### config.mk
export PLATFORM = sky130hd
export DESIGN_NAME = uart_line_assembler
export DESIGN_NICKNAME = d
export VERILOG_FILES = /design/src/design/ula_pkg.sv /design/src/design/ula_line_mem.sv /design/src/design/ula_ctrl.sv /design/src/design/uart_line_assembler.sv
export SDC_FILE = /design/constraint.sdc
export NUM_CORES = 1
export LEC_CHECK = 0
export BUFFER_PORTS_ARGS = -buffer_cell sky130_fd_sc_hd__buf_2
export CAP_MARGIN = 20
export CORE_UTILIZATION = 54
export DETAILED_ROUTE_END_ITERATION = 10
export GPL_TIMING_DRIVEN = 0
export PLACE_DENSITY = 0.76
export SLEW_MARGIN = 20
export SYNTH_ARGS = -nofsm -noshare
export SYNTH_HDL_FRONTEND = slang
export SYNTH_HIERARCHICAL = 1
export SYNTH_SLANG_ARGS = --single-unit
### constraint.sdc
create_clock -name clk -period 3 [get_ports clk]
set_clock_uncertainty 0.05 [all_clocks]
set_input_delay 0.6 -clock clk [delete_from_list [all_inputs] [get_ports clk]]
set_output_delay 0.6 -clock clk [all_outputs]
set_load 0.005 [all_outputs]
### src/design/ula_pkg.sv
// Shared types and constants for the UART line assembler.
// No dependencies.
package ula_pkg;

	localparam int LINE_DEPTH_DEF = 32;
	localparam int APB_ADDR_W = 3;

	localparam logic [7:0] CH_LF = 8'h0A;
	localparam logic [7:0] CH_CR = 8'h0D;

	// register word index
	localparam logic [APB_ADDR_W-3:0] REG_DELIVER_ENABLE = '0;

	localparam logic KIND_ECHO = 1'b0;
	localparam logic KIND_LINE = 1'b1;

	typedef enum logic [2:0] {
		ST_IDLE = 3'b001,
		ST_ECHO = 3'b010,
		ST_SEND = 3'b100
	} ula_state_t;

	typedef struct packed {
		logic busy;
		logic sending;
		logic fill_zero;
	} ula_status_t;

endpackage

### src/design/ula_line_mem.sv
// Line store: single-port-write, single-port-read synchronous RAM,
// with registered read data. No package dependencies.
module ula_line_mem #(
	parameter int LINE_DEPTH = 32,
	parameter int ADDR_W = $clog2(LINE_DEPTH)
) (
	input  logic              clk,
	input  logic              wr_en,
	input  logic [ADDR_W-1:0] wr_addr,
	input  logic [7:0]        wr_data,
	input  logic              rd_en,
	input  logic [ADDR_W-1:0] rd_addr,
	output logic [7:0]        rd_data
);

	logic [7:0] mem_q [LINE_DEPTH];
	logic [7:0] rd_data_q;

	always_ff @(posedge clk) begin
		if (wr_en) begin
			mem_q[wr_addr] <= wr_data;
		end
		if (rd_en) begin
			rd_data_q <= mem_q[rd_addr];
		end
	end

	assign rd_data = rd_data_q;

endmodule

### src/design/ula_ctrl.sv
// Sequencer of the line assembler: fill count, echo and line read-out
// with output register. Depends on ula_pkg; drives ula_line_mem.
module ula_ctrl #(
	parameter int LINE_DEPTH = 32,
	parameter int CNT_W = $clog2(LINE_DEPTH)
) (
	input  logic                   clk,
	input  logic                   arst_n,
	input  logic                   in_valid,
	output logic                   in_stall,
	input  logic [7:0]             rx_byte,
	input  logic                   deliver_enable,
	output logic                   out_valid,
	input  logic                   out_stall,
	output logic                   out_kind,
	output logic [7:0]             out_byte,
	output logic                   last_of_run,
	output logic                   wr_en,
	output logic [CNT_W-1:0]       wr_addr,
	output logic [7:0]             wr_data,
	output logic                   rd_en,
	output logic [CNT_W-1:0]       rd_addr,
	input  logic [7:0]             rd_data,
	output ula_pkg::ula_status_t   status
);

	import ula_pkg::*;

	ula_state_t       state_q;
	logic [CNT_W-1:0] fill_q;
	logic [CNT_W-1:0] len_q;
	logic [CNT_W-1:0] idx_q;
	logic [7:0]       byte_q;
	logic             dlv_q;
	logic             out_valid_q;
	logic             out_kind_q;
	logic [7:0]       out_byte_q;
	logic             out_last_q;

	logic accept;
	logic is_term;
	logic slot_free;
	logic load;
	logic run_last;
	logic [CNT_W-1:0] fill_next;

	assign is_term   = (rx_byte == CH_LF) || (rx_byte == CH_CR);
	assign accept    = in_valid && (state_q == ST_IDLE);
	assign in_stall  = (state_q != ST_IDLE);
	assign slot_free = !out_valid_q || !out_stall;
	assign load      = slot_free && ((state_q == ST_ECHO) || (state_q == ST_SEND));
	assign run_last  = (idx_q == (len_q - 1'b1));
	assign fill_next = (fill_q == CNT_W'(LINE_DEPTH - 2)) ? '0 : fill_q + 1'b1;

	assign wr_en   = accept && !is_term;
	assign wr_addr = fill_q;
	assign wr_data = rx_byte;

	// prefetch entry 0 during echo, then one entry ahead per char sent
	assign rd_en   = (state_q == ST_ECHO) ||
	                 ((state_q == ST_SEND) && slot_free && !run_last);
	assign rd_addr = (state_q == ST_ECHO) ? '0 : idx_q + 1'b1;

	always_ff @(posedge clk or negedge arst_n) begin
		if (!arst_n) begin
			state_q     <= ST_IDLE;
			fill_q      <= '0;
			idx_q       <= '0;
			dlv_q       <= 1'b0;
			out_valid_q <= 1'b0;
		end else begin
			if (load) begin
				out_valid_q <= 1'b1;
			end else if (!out_stall) begin
				out_valid_q <= 1'b0;
			end
			unique case (state_q)
				ST_IDLE: begin
					if (accept) begin
						idx_q   <= '0;
						state_q <= ST_ECHO;
						if (is_term) begin
							dlv_q  <= (fill_q != '0) && deliver_enable;
							fill_q <= '0;
						end else begin
							dlv_q  <= 1'b0;
							fill_q <= fill_next;
						end
					end
				end
				ST_ECHO: begin
					if (slot_free) begin
						state_q <= dlv_q ? ST_SEND : ST_IDLE;
					end
				end
				ST_SEND: begin
					if (slot_free) begin
						if (run_last) begin
							state_q <= ST_IDLE;
						end else begin
							idx_q <= idx_q + 1'b1;
						end
					end
				end
				default: begin
					state_q <= ST_IDLE;
				end
			endcase
		end
	end

	always_ff @(posedge clk) begin
		if (accept) begin
			byte_q <= rx_byte;
			len_q  <= fill_q;
		end
		if (load) begin
			if (state_q == ST_SEND) begin
				out_kind_q <= KIND_LINE;
				out_byte_q <= rd_data;
				out_last_q <= run_last;
			end else begin
				out_kind_q <= KIND_ECHO;
				out_byte_q <= byte_q;
				out_last_q <= !dlv_q;
			end
		end
	end

	assign out_valid   = out_valid_q;
	assign out_kind    = out_kind_q;
	assign out_byte    = out_byte_q;
	assign last_of_run = out_last_q;

	assign status.busy      = (state_q != ST_IDLE);
	assign status.sending   = (state_q == ST_SEND);
	assign status.fill_zero = (fill_q == '0);

endmodule

### src/design/uart_line_assembler.sv
// Top level of the UART line assembler: APB register, sequencer, line store.
// Depends on ula_pkg, ula_ctrl and ula_line_mem.
//
// Each received byte is echoed; CR or LF closes the line and, with
// deliver_enable set, the stored characters follow one per cycle while
// the output is not stalled, read out of the line store through its
// single read port one entry a cycle. A byte that is appended or a
// terminator that delivers nothing passes through the echo state, which
// loads its echo into the output register, and the sequencer then returns
// to idle for the next byte. The output register lets a new byte be
// accepted while the last result is still waiting. No clearing pass after
// reset: only entries of the current line are ever delivered.
module uart_line_assembler #(
	parameter int LINE_DEPTH = ula_pkg::LINE_DEPTH_DEF
) (
	input  logic                            clk,
	input  logic                            arst_n,
	input  logic                            in_valid,
	output logic                            in_stall,
	input  logic [7:0]                      rx_byte,
	output logic                            out_valid,
	input  logic                            out_stall,
	output logic                            out_kind,
	output logic [7:0]                      out_byte,
	output logic                            last_of_run,
	input  logic                            psel,
	input  logic                            penable,
	input  logic                            pwrite,
	input  logic [ula_pkg::APB_ADDR_W-1:0]  paddr,
	input  logic [31:0]                     pwdata,
	output logic [31:0]                     prdata,
	output logic                            pready
);

	import ula_pkg::*;

	localparam int CNT_W = $clog2(LINE_DEPTH);

	logic             deliver_enable_q;
	logic             reg_hit;
	logic             wr_en;
	logic [CNT_W-1:0] wr_addr;
	logic [7:0]       wr_data;
	logic             rd_en;
	logic [CNT_W-1:0] rd_addr;
	logic [7:0]       rd_data;
	ula_status_t      status;

	assign pready  = 1'b1;
	assign reg_hit = (paddr[APB_ADDR_W-1:2] == REG_DELIVER_ENABLE);
	assign prdata  = reg_hit ? {31'b0, deliver_enable_q} : 32'b0;

	always_ff @(posedge clk or negedge arst_n) begin
		if (!arst_n) begin
			deliver_enable_q <= 1'b0;
		end else if (psel && penable && pwrite && pready && reg_hit) begin
			deliver_enable_q <= pwdata[0];
		end
	end

	ula_ctrl #(
		.LINE_DEPTH (LINE_DEPTH),
		.CNT_W      (CNT_W)
	) u_ctrl (
		.clk            (clk),
		.arst_n         (arst_n),
		.in_valid       (in_valid),
		.in_stall       (in_stall),
		.rx_byte        (rx_byte),
		.deliver_enable (deliver_enable_q),
		.out_valid      (out_valid),
		.out_stall      (out_stall),
		.out_kind       (out_kind),
		.out_byte       (out_byte),
		.last_of_run    (last_of_run),
		.wr_en          (wr_en),
		.wr_addr        (wr_addr),
		.wr_data        (wr_data),
		.rd_en          (rd_en),
		.rd_addr        (rd_addr),
		.rd_data        (rd_data),
		.status         (status)
	);

	ula_line_mem #(
		.LINE_DEPTH (LINE_DEPTH),
		.ADDR_W     (CNT_W)
	) u_mem (
		.clk     (clk),
		.wr_en   (wr_en),
		.wr_addr (wr_addr),
		.wr_data (wr_data),
		.rd_en   (rd_en),
		.rd_addr (rd_addr),
		.rd_data (rd_data)
	);

	a_busy_after_accept: assert property (@(posedge clk) disable iff (!arst_n)
		(in_valid && !in_stall) |=> status.busy)
		else $error("sequencer not busy after transaction accepted");

	a_fill_clear_on_send: assert property (@(posedge clk) disable iff (!arst_n)
		status.sending |-> status.fill_zero)
		else $error("fill count non-zero during line read-out");

	a_busy_needs_input: assert property (@(posedge clk) disable iff (!arst_n)
		$rose(status.busy) |-> $past(in_valid))
		else $error("sequencer started without an input transaction");

endmodule
# [Word level (Yosys, flattened, before mapping)]
# Memory sizes are Yosys's and may differ from the RTL's. A register that Yosys moved wholly into a read port is not among the register bits.
# Cells that the tools add are included.
[word_totals] register_bits=39 mem_bits_rw=256 in_bits=50 memories=1
[mem_list] memory="u_mem.mem_q" words=32 word_bits=8 read_ports=1 rd_ports_with_merged_regs=1 write_ports=1 line="ula_line_mem.sv:16" rtl="logic [7:0] mem_q [LINE_DEPTH];"
[op_classes] n_addsub=3 eq_ne=14 muxes=22 bitwise=1 reduce_logical=23
[op_table] operator="$mux W5" n=6
[op_table] operator="$eq A8 B4 Y1 const B" n=2
[op_table] operator="$mux W3" n=5
[op_table] operator="$add A5 B1 Y5 const B" n=2
[op_table] operator="$ne A2 B1 Y1 const B" n=5
[op_table] operator="$pmux W5 S2" n=1
[op_table] operator="$logic_and A1 B1 Y1" n=9
[op_table] operator="$pmux W3 S3" n=1
[op_table] operator="$mux W1" n=8
[op_table] operator="$mux W8" n=1
[op_table] operator="$reduce_and A4 Y1" n=2
[op_table] operator="$eq A5 B5 Y1" n=1
[op_table] operator="$eq A5 B5 Y1 const B" n=1
[op_table] operator="$logic_not A1 Y1" n=5
[op_table] operator="$reduce_bool A5 Y1" n=1
[op_table] operator="$sub A5 B1 Y5 const B" n=1
[op_table] operator="$logic_or A1 B1 Y1" n=4
[op_table] operator="$eq A3 B1 Y1 const B" n=1
[op_table] operator="$eq A3 B2 Y1 const B" n=1
[op_table] operator="$eq A3 B3 Y1 const B" n=1
[op_table] operator="$ne A3 B1 Y1 const B" n=1
[op_table] operator="$ne A2 B2 Y1 const B" n=1
[op_table] operator="$reduce_and A2 Y1" n=1
[op_table] operator="$reduce_bool A2 Y1" n=1
[op_table] operator="$not A1 Y1" n=1

# [Longest topological paths before layout]
[depth] word_depth=6 ltp_mapped=9 depth_no_buf=7

# [Modules after synthesis]
# Netlist, hierarchy kept.
[modules_own_cells] mod="ula_line_mem" n_inst=1 cells_per_inst=417 area_each_um2=10133.5 seq_area_each_um2=7927.6
[modules_own_cells] mod="ula_ctrl" n_inst=1 cells_per_inst=177 area_each_um2=1953.1 seq_area_each_um2=1067.3
[modules_own_cells] mod="uart_line_assembler" n_inst=1 cells_per_inst=38 area_each_um2=301.5 seq_area_each_um2=25.0

# [Least setup slack after synthesis]
# OpenSTA, ideal clock, no wires.
[synth_timing] kind="reg-to-reg" from="register u_ctrl.state_q[0]" to="register u_mem.rd_data_q[0] (netlist: u_mem/rd_data[0]), read port of u_mem.mem_q (data pin)" setup_ns=0.260 arrival_time_ns=2.633 slack_ns=0.057 stages_incl_launch_ff=10 period_less_slack_ns=2.943 path_cell_list="dfstp_2 clkbuf_8 nor2b_1 clkbuf_1 nor2_1 clkbuf_1 clkbuf_1 mux4_2 mux4_2 mux2_2"
[synth_between] word_cells_on_any_way=6 classes_between="2 x eq/ne; 1 x mux; 3 x reduce/logical"
[synth_lines] item="start, declared" line="ula_ctrl.sv:29" rtl="ula_state_t state_q;"
[synth_lines] item="start signal, assigned" line="ula_ctrl.sv:93" rtl="state_q <= dlv_q ? ST_SEND : ST_IDLE;"
[synth_lines] item="$eq A3 B2 Y1" line="ula_ctrl.sv:62" rtl="assign rd_addr = (state_q == ST_ECHO) ? '0 : idx_q + 1'b1;"
[synth_lines] item="$mux W5" line="ula_ctrl.sv:62"
[synth_lines] item="via rd_addr[2]" line="uart_line_assembler.sv:45" rtl="logic [CNT_W-1:0] rd_addr;"
[synth_lines] item="end, declared" line="ula_line_mem.sv:17" rtl="logic [7:0] rd_data_q;"
# The timed path passes the listed nets, and every way through them passes these cells.
# A chain may end at the register's enable or synchronous reset.

# [Final worst setup path]
[layout_timing] from="register u_ctrl.state_q[0]" to="memory u_mem.mem_q[8][1], enable pin"
[layout_between] elab_chain_len=5
[layout_rtl] item="$eq A3 B1 Y1" line="ula_ctrl.sv:48" rtl="assign accept = in_valid && (state_q == ST_IDLE);"
[layout_rtl] item="$logic_and A1 B1 Y1" line="ula_ctrl.sv:48"
[layout_rtl] item="$logic_and A1 B1 Y1" line="ula_ctrl.sv:55" rtl="assign wr_en = accept && !is_term;"
[layout_rtl] item="via wr_en" line="uart_line_assembler.sv:41" rtl="logic wr_en;"
[layout_rtl] item="$mux W1" line="ula_line_mem.sv:20" rtl="if (wr_en) begin"
[layout_rtl] item="$mux W1 (implied by the code)" line="ula_line_mem.sv:21" rtl="mem_q[wr_addr] <= wr_data;"
[layout_rtl] item="end, declared" line="ula_line_mem.sv:16"
# The timed path passes the listed nets, and every way through them passes these cells.

==> impl_metrics.ini <==
[placement]
hpwl_mm = 16.30
place_ws_ns = -0.7721
portBuffers = 29
place_area_sq_um = 13000
gp_congestion = 0.8477

[sta]
fin_crit_sh_pct = 103.1
hold_viol_final = 0
slew_headroom_pct = 39.27
fmax_mhz = 323.3
slew_viol_final = 0
setup_viol = 64
holdWs_ns = 0.2139
finalWorstSetupSlack_ns = -0.09277
post-route-min-period_ns = 3.093
rsz0062_at_grt = yes
tightestPinTransition_ns = 0.9110

[setup_path]
cp-end-kind = flop
cpLargestDelayFamily = simple AND/OR/NAND/NOR gates
startpoint_type = flop
cpPeakStageDelay_ns = 0.62
crit_path_max_fanout = 10
rrSetupSlack_ns = -0.09
cp_slowest_cell = dfstp_2
path_cells = nand3_1 > nor2_1 > or3b_2 > clkbuf_1 > nor2_2
cp.buffers_inverters = 1
critPathKind = flop to flop
critical_path_required_ns = 3.13
critPathArrivalTime_ns = 3.22

[floorplanning]
row_count = 55
die_h_um = 153.4
dieArea_sq_um = 23540
start_util_pct = 54.85
ios = 95
core-area_sq_um = 22570
die_x_um = 153.4

[route]
wirelength_mm = 26.06
num_vias = 6302
vias_per_cell = 6.077
drt_pre_antenna_iters = 5
drc = 0
ant_nets = 0
wire_per_inst_um = 25.13
dr.first_iter.drc_count = 640

[power]
clkPwrFrac_pct = 35.2
comb_power_share_pct = 14.7
p_per_area_nw_per_um2 = 711.6
intPower_w = 0.007674
p_leak_nw = 4.857
netSwitchingPower_w = 0.002481
p_seq_share_pct = 50.1
vdd_ir_drop_max_mv = 0.4994
swShare_pct = 24.44

[yosys]
yosysWarnings = 6
syn_area_sq_um = 12380
avgSynthCellArea_sq_um = 19.62
syn_inst = 631

[finish]
syn2layout_area_growth_pct = 15.27
fin_area_sq_um = 14270
finalNetCount = 786
diodes = 0
layout_commonest_cell = edfxtp_1
post-route-util_pct = 63.23
layout_common_cells = edfxtp_1 (287), mux4_2 (80), buf_4 (48)
drive_gt1_share_pct = 37.23

[outcome]
status = complete, but fails checks
violations = setup timing

[job]
drv_cap = 0

[global_route]
antenna_found_initial = 0
gr-total-overflow = 0
grt_max_degree = 33
globalRouteTotalUtil_pct = 22.86
grt_pass1_vias = 6236
grt_pass1_wl_mm = 39.25

[cts]
h-tree-depth = 1
cts_tree = yes
numCtsBuffers = 30
clkLatencyLatePin_ns = 0.55
cts_root_buffer = clkbuf_16
clk_pin_slew_worst_paths_ns = 0.06
cts_sinks = 303
cts_buffer_depth = 3

[worst_hold_path]
hold_path_class = primary input to flop
-- through the flow --
step	cells	setup TNS [ns]	total power, W
2_1_floorplan	661	0	0.006032
3_5_place_dp	975	-40.54	0.006455
6_report	1037	-2.281	0.01016
3_3_place_gp	975	-21.14	0.006376
5_1_grt	1037	-8.925	0.01047
4_1_cts	1036	-2.751	0.01014
-- area by class of cell --
type / count / area, sq um
Sequential cell: 303 / 9020
Fill cell: 1441 / 8300
Multi-Input combinational cell: 287 / 3104
Clock buffer: 45 / 868.3
Buffer: 64 / 551.8
Tap cell: 285 / 356.6
Timing Repair Buffer: 39 / 275.3
Clock inverter: 8 / 72.57
Inverter: 6 / 22.52
-- state kept, by name, indices dropped and copies added, names as in the netlist --
name and cells:
u_mem/mem_q 256, u_ctrl/byte_q 8, u_ctrl/out_byte 8, u_mem/rd_data 8
u_ctrl/idx_q 5, u_ctrl/len_q 5, u_ctrl/wr_addr 5, u_ctrl/state_q 3
deliver_enable_q 1, u_ctrl/dlv_q 1, u_ctrl/last_of_run 1, u_ctrl/out_kind 1
u_ctrl/out_valid 1
-- repair_timing --
item	in CTS	in global routing
cloned	2	0
pin swaps	1	1
setup endpoints to repair	72	242
setup buffers	6	1
hold buffers	1	0
gates resized for setup	48	30
hold endpoints to repair	15	0
-- final timing paths --
check	from	to	cells past startpoint
max in group asynchronous	arst_n	u_ctrl/state_q[0]	2
min in group asynchronous	arst_n	deliver_enable_q	2
worst max-delay path	u_ctrl/state_q[0]	u_mem/mem_q[8][1]	5
worst max register to register	u_ctrl/state_q[0]	u_mem/mem_q[8][1]	5
worst min-delay path	pwdata[0]	deliver_enable_q	2
worst min register to register	u_ctrl/byte_q[3]	u_ctrl/out_byte[3]	2
-- per-layer routing --
metal / track usage (%) / wire length [um] / share of wire [%] / vias up
li1: - / - / - / 2661
met1: 32.04 / 10110 / 39 / 3206
met2: 37.01 / 12670 / 49 / 386
met3: 4.281 / 2524 / 9.7 / 49
met4: 6.905 / 760 / 2.9 / 0
met5: 0 / 0 / 0 / -
-- power by group through the flow --
stage	clock, W	combinational [W]	sequential, W
final	0.00357	0.00149	0.00509
after CTS	0.00360	0.00145	0.00509
after floorplan	0	0.000947	0.00508
after global routing	0.00378	0.00158	0.00511
after global placement	0	0.00124	0.00514
after detailed placement	0	0.00129	0.00516
Note: power is estimated with default switching activity, not from simulation.
